$ cat src/sv/gdfw_pkg.sv
`timescale 1ns / 1ps
`default_nettype none
// ----------------------------------------------------------------------------
// gdfw_pkg: shared types and constants of the depth-first walk core
// vertex count, index widths and the payload of both channels
// ----------------------------------------------------------------------------
package gdfw_pkg;

    localparam int VERTICES = 16;
    localparam int V_W      = $clog2(VERTICES);
    localparam int DEPTH_W  = $clog2(VERTICES + 1);

    localparam logic OP_LOAD  = 1'b0;
    localparam logic OP_START = 1'b1;

    typedef logic [VERTICES-1:0] t_row;
    typedef logic [V_W-1:0]      t_vtx;
    typedef logic [DEPTH_W-1:0]  t_depth;

    typedef struct packed {
        logic        op;
        logic [3:0]  row_index;
        logic [15:0] row_bits;
        logic [3:0]  start_vertex;
    } t_in_item;

    typedef struct packed {
        logic [3:0] vertex;
        logic       last;
    } t_out_item;

endpackage

`default_nettype wire

$ cat src/sv/gdfw_if.sv
`timescale 1ns / 1ps
`default_nettype none
// ----------------------------------------------------------------------------
// gdfw_if: valid/ready channels of the depth-first walk core
// one interface for the command channel and one for the visit channel
// ----------------------------------------------------------------------------
interface gdfw_in_if;
    import gdfw_pkg::*;

    logic     valid;
    logic     ready;
    t_in_item data;

    modport source (output valid, output data, input ready);
    modport sink   (input valid, input data, output ready);
endinterface

interface gdfw_out_if;
    import gdfw_pkg::*;

    logic      valid;
    logic      ready;
    t_out_item data;

    modport source (output valid, output data, input ready);
    modport sink   (input valid, input data, output ready);
endinterface

`default_nettype wire

$ cat src/sv/gdfw_ffs.sv
`timescale 1ns / 1ps
`default_nettype none
// ----------------------------------------------------------------------------
// gdfw_ffs: find-first-set unit
// lowest set bit of the open-neighbour word, shared by every walk step
// ----------------------------------------------------------------------------
module gdfw_ffs (
    input  wire gdfw_pkg::t_row i_bits,
    output logic                o_found,
    output gdfw_pkg::t_vtx      o_index
);
    import gdfw_pkg::*;

    always_comb begin
        o_index = '0;
        // scan downwards so the lowest set bit wins
        for (int j = VERTICES - 1; j >= 0; j--) begin
            if (i_bits[j]) begin
                o_index = V_W'(j);
            end
        end
        o_found = |i_bits;
    end

endmodule

`default_nettype wire

$ cat src/sv/graph_depth_first_walk_core.sv
`timescale 1ns / 1ps
`default_nettype none
// ----------------------------------------------------------------------------
// graph_depth_first_walk_core: depth-first walk over an adjacency bit matrix
//
// command channel i_in: op load writes one adjacency row (bit j of row i is
// an edge i -> j); op start clears the visited marks and walks from the start
// vertex. visit channel o_out: every reachable vertex once, in preorder,
// lowest-numbered neighbour first; last is set on the final vertex.
// a load is taken and yields no transfer. a start keeps i_in ready low
// until the walk is over: each step is one push or one pop, set by the
// single find-first unit that examines the stack top once per cycle.
// the start vertex waits in r_pend and reaches the output register at the
// first push or at the flush; each vertex is held back until the next one
// is found so that last is known.
// a one-entry output register decouples o_out: while it holds an untaken
// transfer the walk stalls only at the step that must emit, pops go on.
// reset (i_rst_n low, synchronous) empties the stack, clears the visited
// marks and the output register; adjacency rows stay undefined until loaded
// ----------------------------------------------------------------------------
module graph_depth_first_walk_core (
    input  wire       i_clk,
    input  wire       i_rst_n,
    gdfw_in_if.sink   i_in,
    gdfw_out_if.source o_out
);
    import gdfw_pkg::*;

    // sequencer states
    localparam logic [1:0] ST_IDLE  = 2'd0;  // taking commands
    localparam logic [1:0] ST_SCAN  = 2'd1;  // one push or pop per cycle, a push waits for output room
    localparam logic [1:0] ST_FLUSH = 2'd2;  // stack empty, emit final vertex

    // adjacency matrix and walk stack, each read at one place only
    t_row   r_adj   [VERTICES];
    t_vtx   r_stack [VERTICES];

    logic [1:0] r_state, n_state;
    t_row       r_visited, n_visited;
    t_depth     r_depth, n_depth;
    t_vtx       r_pend, n_pend;          // found vertex not yet sent
    logic       r_out_valid, n_out_valid;
    t_vtx       r_out_vertex, n_out_vertex;
    logic       r_out_last, n_out_last;

    // stack top and its open neighbours
    t_vtx top_idx;
    t_vtx top_vtx;
    t_row open_bits;
    logic found;
    t_vtx next_vtx;

    logic out_free;
    logic in_xfer;
    logic emit;

    // write ports of the two stores
    logic adj_we;
    t_vtx adj_addr;
    t_row adj_data;
    logic stk_we;
    t_vtx stk_addr;
    t_vtx stk_data;

    assign top_idx   = r_depth[V_W-1:0] - V_W'(1);
    assign top_vtx   = r_stack[top_idx];
    assign open_bits = r_adj[top_vtx] & ~r_visited;

    gdfw_ffs u_ffs (
        .i_bits  (open_bits),
        .o_found (found),
        .o_index (next_vtx)
    );

    assign i_in.ready  = (r_state == ST_IDLE);
    assign in_xfer     = i_in.valid && i_in.ready;
    assign out_free    = !r_out_valid || o_out.ready;

    assign o_out.valid       = r_out_valid;
    assign o_out.data.vertex = r_out_vertex;
    assign o_out.data.last   = r_out_last;

    always_comb begin
        n_state      = r_state;
        n_visited    = r_visited;
        n_depth      = r_depth;
        n_pend       = r_pend;
        n_out_vertex = r_out_vertex;
        n_out_last   = r_out_last;
        emit         = 1'b0;
        adj_we       = 1'b0;
        adj_addr     = V_W'(i_in.data.row_index);
        adj_data     = t_row'(i_in.data.row_bits);
        stk_we       = 1'b0;
        stk_addr     = r_depth[V_W-1:0];
        stk_data     = next_vtx;

        case (r_state)
            ST_IDLE: begin
                if (in_xfer) begin
                    if (i_in.data.op == OP_LOAD) begin
                        adj_we = 1'b1;
                    end else begin
                        // start vertex goes to the bottom of the stack
                        n_visited = t_row'(1) << V_W'(i_in.data.start_vertex);
                        n_depth   = t_depth'(1);
                        n_pend    = V_W'(i_in.data.start_vertex);
                        stk_we    = 1'b1;
                        stk_addr  = '0;
                        stk_data  = V_W'(i_in.data.start_vertex);
                        n_state   = ST_SCAN;
                    end
                end
            end
            ST_SCAN: begin
                if (found) begin
                    // push: needs room to send the vertex held back
                    if (out_free) begin
                        emit         = 1'b1;
                        n_out_vertex = r_pend;
                        n_out_last   = 1'b0;
                        n_pend       = next_vtx;
                        n_visited    = r_visited | (t_row'(1) << next_vtx);
                        stk_we       = 1'b1;
                        n_depth      = r_depth + t_depth'(1);
                    end
                end else begin
                    // pop: dead end at the top
                    n_depth = r_depth - t_depth'(1);
                    if (r_depth == t_depth'(1)) begin
                        n_state = ST_FLUSH;
                    end
                end
            end
            ST_FLUSH: begin
                if (out_free) begin
                    emit         = 1'b1;
                    n_out_vertex = r_pend;
                    n_out_last   = 1'b1;
                    n_state      = ST_IDLE;
                end
            end
            default: begin
                n_state = ST_IDLE;
            end
        endcase

        if (emit) begin
            n_out_valid = 1'b1;
        end else if (o_out.ready) begin
            n_out_valid = 1'b0;
        end else begin
            n_out_valid = r_out_valid;
        end
    end

    // control state
    always_ff @(posedge i_clk) begin
        if (!i_rst_n) begin
            r_state     <= ST_IDLE;
            r_visited   <= '0;
            r_depth     <= '0;
            r_out_valid <= 1'b0;
        end else begin
            r_state     <= n_state;
            r_visited   <= n_visited;
            r_depth     <= n_depth;
            r_out_valid <= n_out_valid;
        end
    end

    // payload, no reset needed
    always_ff @(posedge i_clk) begin
        r_pend       <= n_pend;
        r_out_vertex <= n_out_vertex;
        r_out_last   <= n_out_last;
        if (adj_we) begin
            r_adj[adj_addr] <= adj_data;
        end
        if (stk_we) begin
            r_stack[stk_addr] <= stk_data;
        end
    end

endmodule

`default_nettype wire

$ cat src/flat_wrapper.sv
// flat-port wrapper written by rule: the top's interface ports become plain ports
module graph_depth_first_walk_core_flat import gdfw_pkg::*;
  (i_clk, i_rst_n, i_in_valid, i_in_data, i_in_ready, o_out_valid, o_out_data, o_out_ready);
  gdfw_in_if i_in_i ();
  gdfw_out_if o_out_i ();
  input  wire i_clk;
  input  wire i_rst_n;
  input wire logic [$bits(i_in_i.valid)-1:0] i_in_valid;
  input wire logic [$bits(i_in_i.data)-1:0] i_in_data;
  output wire logic [$bits(i_in_i.ready)-1:0] i_in_ready;
  output wire logic [$bits(o_out_i.valid)-1:0] o_out_valid;
  output wire logic [$bits(o_out_i.data)-1:0] o_out_data;
  input wire logic [$bits(o_out_i.ready)-1:0] o_out_ready;
  assign i_in_i.valid = i_in_valid;
  assign i_in_i.data = i_in_data;
  assign i_in_ready = i_in_i.ready;
  assign o_out_valid = o_out_i.valid;
  assign o_out_data = o_out_i.data;
  assign o_out_i.ready = o_out_ready;
  graph_depth_first_walk_core u_core (.i_clk(i_clk), .i_rst_n(i_rst_n), .i_in(i_in_i), .o_out(o_out_i));
endmodule
$ cat config.mk
export PLATFORM = sky130hd
export DESIGN_NAME = graph_depth_first_walk_core_flat
export DESIGN_NICKNAME = d
export VERILOG_FILES = /design/src/sv/gdfw_pkg.sv /design/src/sv/gdfw_if.sv /design/src/sv/gdfw_ffs.sv /design/src/sv/graph_depth_first_walk_core.sv /design/src/flat_wrapper.sv
export SDC_FILE = /design/constraint.sdc
export NUM_CORES = 1
export LEC_CHECK = 0
export BUFFER_PORTS_ARGS = -buffer_cell sky130_fd_sc_hd__buf_2
export CORE_MARGIN = 2
export CORE_UTILIZATION = 40
export DETAILED_ROUTE_END_ITERATION = 6
export GPL_TIMING_DRIVEN = 0
export PLACE_DENSITY = 0.6
export SYNTH_ARGS = -nofsm -noshare
export SYNTH_HDL_FRONTEND = slang
export SYNTH_SLANG_ARGS = --single-unit
$ cat constraint.sdc
create_clock -name i_clk -period 5.1 [get_ports i_clk]
set_clock_uncertainty 0.05 [all_clocks]
set_input_delay 1.02 -clock i_clk [delete_from_list [all_inputs] [get_ports i_clk]]
set_output_delay 1.02 -clock i_clk [all_outputs]
set_load 0.02 [all_outputs]
==> results.md <==
- Worst slew margin relative to its limit: 46.17%
- Number of buffers inserted by hold repair at cts: 0
- Distinct cell type count of the synthesized netlist: 72
- Layout Area Growth over Synthesis: 21.07%
- Hold path endpoint: u_core.r_out_vertex[2]
- Remaining global-route overflow: 0
- Clock tree from TritonCTS: yes
- Number of synthesis warnings: 0
- DR DRC count: 0
- Maximum Capacitance Violations: 0
- Antenna violations before repair: 2
- Clock Latency Late Sink: 0.53 ns
- Required time of the critical path: 5.28 ns
- Routability congestion estimate from global placement: 0.8907
- GRT Util Overall: 21.66%
- Clk sinks: 353
- Post-DRT Antenna Nets: 0
- Buffers and inverters on the worst path: 6
- Antenna cell count: 0
- Worst R2R Setup Slack: 0.1 ns
- Clock-pin slew of the registers on the worst-case setup and hold paths: 0.06 ns
- Number of cells traversed by the worst register-to-register path: 18
- Most common library cell in the layout ignoring fill and taps: sky130_fd_sc_hd__edfxtp_1
- R2r startpoint: u_core.r_depth[0]
- Dpl hpwl: 28390 um
- Peak fanout along the critical path: 10
- Clock period minus final worst setup slack: 5.003 ns
- Share of flip-flops with an asynchronous set or reset: 0%
- Maximum number of pins on one net before global-route repair: 17
- Overall routed net length: 42660 um
- Number of enable-type register cells in the synthesized netlist: 329
- Commonest cells after routing, fill and taps aside: 329 x sky130_fd_sc_hd__edfxtp_1, 151 x sky130_fd_sc_hd__nand2_1, 87 x sky130_fd_sc_hd__mux2i_1, 43 x sky130_fd_sc_hd__buf_4
- WHS: 0.3733 ns
- Instance count of the mapped netlist: 1074
- Detail-routed via count per cell: 5.768
- Count of pins on the block boundary: 36
- Iteration-0 DRC Markers: 1020
- Logic depth of the worst setup path including buffers: 18
- Synthesis-stage register bit count: 353
- Syn_nets: 1109
- Wire length of the first global-routing pass: 61930 um
- Number of levels in the clock H-tree: 2
- Clock Tree Buf Depth: 3
- Final hold violations: 0
- Buffers on Ports: 33
- Mean area per synthesized cell: 14.23 um2
- Final worst slack: 0.09725 ns
- Via count of the first global-routing pass: 9493
- Post-route fraction of the period consumed by the critical path: 98.09%
- Main flop type after synthesis: sky130_fd_sc_hd__edfxtp_1
- Arr. time, crit path: 5.18 ns
- Nature of the critical path endpoint: flip-flop
- Startpoint types: flip-flop
- Master cell of the clock root buffer: sky130_fd_sc_hd__clkbuf_16
- Cell area after placement: 0.01651 mm2
- Hold wc startpoint: u_core.r_pend[2]
- Sequential fraction of the synthesis area: 67.78%
- Final cell area excluding filler cells: 0.01851 mm2
- Total Die Area: 0.03979 mm2
- Routed wire length per instance: 24.51 um
- Max Clk Rate: 0.1999 GHz
- Max IR drop VDD: 296.1 uV
- Total number of vias: 10036
- Static leakage: 6.352 nW
- Worst reg2reg path endpoint: u_core.r_stack[13][0]
- Max-slew violations: 0
- Netlist area before placement: 0.01528 mm2
- Pwr/cell area: 485.0 mW/mm2
- Total Negative Setup Slacks: 0 ns
- Cell row count: 71
- Run status: finished, final reports clean
- Worst Path Class, Setup: reg -> reg
- Horizontal extent of the die: 199.5 um
- Layout cell share with drive strength beyond 1: 24.65%
- NumNets Final: 1236
- Maximum single-stage delay on the critical path: 0.60 ns
- TritonCTS Buffers: 39
- HP Class: reg -> reg
- CP top delay family: simple AND/OR/NAND/NOR gates
- Finish-stage setup viols: 0
- Total iterations of the first detailed-routing run: 6
- Filler cell count: 3253
- Worst Tran Pin Value: 0.8066 ns
- Place WS: -1.941 ns
- Max stage delay cell, worst path: sky130_fd_sc_hd__mux4_2
- Effective utilization at floorplan: 40.58%
- CP Cell Sequence: buf_12 > clkinvlp_4 > ha_4 > buf_6 > buf_12 > mux4_2 > mux4_2 > buf_4 > or2_2 > a221oi_1 > a32oi_1 > nand2_2 > nor4_4 > nand4_4 > nand4_1 > or3_4 > buf_4 > nor2_4
- Height of the die: 199.5 um
- Floorplan core area: 0.03767 mm2
- Core utilization of the finished layout: 49.13%
- Number of cells traversed by the worst hold path: 0
-- how the worst max path moves through the flow --
stage	start	end	slack (ns)
after floorplan	u_core.r_depth[0]	u_core.r_stack[8][0]	0.05
after global placement	u_core.r_depth[0]	u_core.r_stack[9][1]	-1.88
after detailed placement	u_core.r_depth[0]	u_core.r_stack[9][1]	-1.94
after CTS	u_core.r_depth[0]	u_core.r_stack[10][2]	0.008
after global routing	u_core.r_depth[0]	u_core.r_visited[13]	-0.03
final	u_core.r_depth[0]	u_core.r_stack[13][0]	0.1
-- sequential cells by signal, summed over array words and instances (netlist names) --
name / flops
u_core.r_stack: 64
u_core.r_out_vertex: 4
u_core.o_out.valid: 1
u_core.r_visited: 16
u_core.r_pend: 4
u_core.r_state: 2
u_core.r_adj: 256
u_core.r_out_last: 1
u_core.r_depth: 5
-- repair_timing --
action / 4_1_cts / 5_1_grt
gates resized for setup: 104 / 17
gates cloned: 0 / 2
setup buffers: 20 / 12
pin swaps: 15 / 7
setup endpoints to repair: 165 / 154
-- stage by stage --
stage	power [mW]	instances
4_1_cts	8.877	1727
3_5_place_dp	5.826	1638
6_report	8.976	1740
2_1_floorplan	5.012	1074
3_3_place_gp	5.793	1618
5_1_grt	9.295	1740
-- routing by layer --
metal	up-vias	track usage, %	wire [um]
li1	4448	-	-
met1	5054	29.89	18030
met2	454	34.96	20250
met3	78	4.017	3234
met4	2	6.502	1135
met5	-	0	13
-- synth_stat cells (5+ instances only) --
library cell	number	area [um2]
sky130_fd_sc_hd__o211ai_1	5	37.54
sky130_fd_sc_hd__buf_6	6	67.56
sky130_fd_sc_hd__a211oi_1	16	120.1
sky130_fd_sc_hd__mux2_2	6	67.56
sky130_fd_sc_hd__buf_4	10	75.07
sky130_fd_sc_hd__clkbuf_1	20	75.07
sky130_fd_sc_hd__nor3_1	19	95.09
sky130_fd_sc_hd__inv_1	11	41.29
sky130_fd_sc_hd__nand2_1	156	585.6
sky130_fd_sc_hd__a21oi_1	21	105.1
sky130_fd_sc_hd__and3_1	11	68.82
sky130_fd_sc_hd__buf_2	20	100.1
sky130_fd_sc_hd__ha_1	6	75.07
sky130_fd_sc_hd__or2_2	7	43.79
sky130_fd_sc_hd__dfxtp_1	24	480.5
sky130_fd_sc_hd__mux2i_1	95	950.9
sky130_fd_sc_hd__nor4_1	7	43.79
sky130_fd_sc_hd__and2_1	8	50.05
sky130_fd_sc_hd__edfxtp_1	329	9879
sky130_fd_sc_hd__a31oi_1	7	43.79
sky130_fd_sc_hd__nor2_1	59	221.5
sky130_fd_sc_hd__mux4_2	17	382.9
sky130_fd_sc_hd__o221ai_1	6	52.55
sky130_fd_sc_hd__o21ai_0	27	135.1
sky130_fd_sc_hd__a311oi_1	6	52.55
sky130_fd_sc_hd__a32oi_1	25	219.0
sky130_fd_sc_hd__nand2b_1	15	93.84
sky130_fd_sc_hd__a221oi_1	9	78.83
sky130_fd_sc_hd__a2111oi_0	5	43.79
sky130_fd_sc_hd__nand4_1	7	43.79
sky130_fd_sc_hd__nand4b_1	7	61.31
sky130_fd_sc_hd__nand3_1	35	175.2
-- kinds of logic after synthesis --
| family | after synthesis | share of synthesized area (%) |
|---|---|---|
| xor+xnor | 1 | 0.1064 |
| compound gates | 167 | 8.235 |
| simple gates | 356 | 11.39 |
| flops | 353 | 67.78 |
| mux | 122 | 9.602 |
| fa+ha+maj | 6 | 0.4911 |
| buf+inv | 69 | 2.398 |
-- worst reg2reg max path: cells and delay by family (launching register included) --
kind | cells | cell delay [ns]
simple gates | 7 | 1.50
compound gates | 2 | 0.51
buf+inv | 6 | 0.98
fa+ha+maj | 1 | 0.32
flops | 1 | 0.38
mux | 2 | 0.95
-- final cells by class --
cell class	count	area, um2	share of cell area (%)
Sequential cell	353	10360	56.00
Multi-Input combinational cell	652	4977	26.90
Clock buffer	52	1035	5.592
Timing Repair Buffer	87	824.5	4.456
Tap cell	511	639.4	3.455
Buffer	56	434.2	2.346
Clock inverter	17	182.7	0.9872
Inverter	12	48.80	0.2637
-- power by group --
part           internal (mW)  switching (mW)  total, mW
clock network           1.62            1.10       2.73
registers               3.33          0.0496       3.38
logic                   1.07            1.80       2.87
Note: power is estimated with default switching activity, not from simulation.
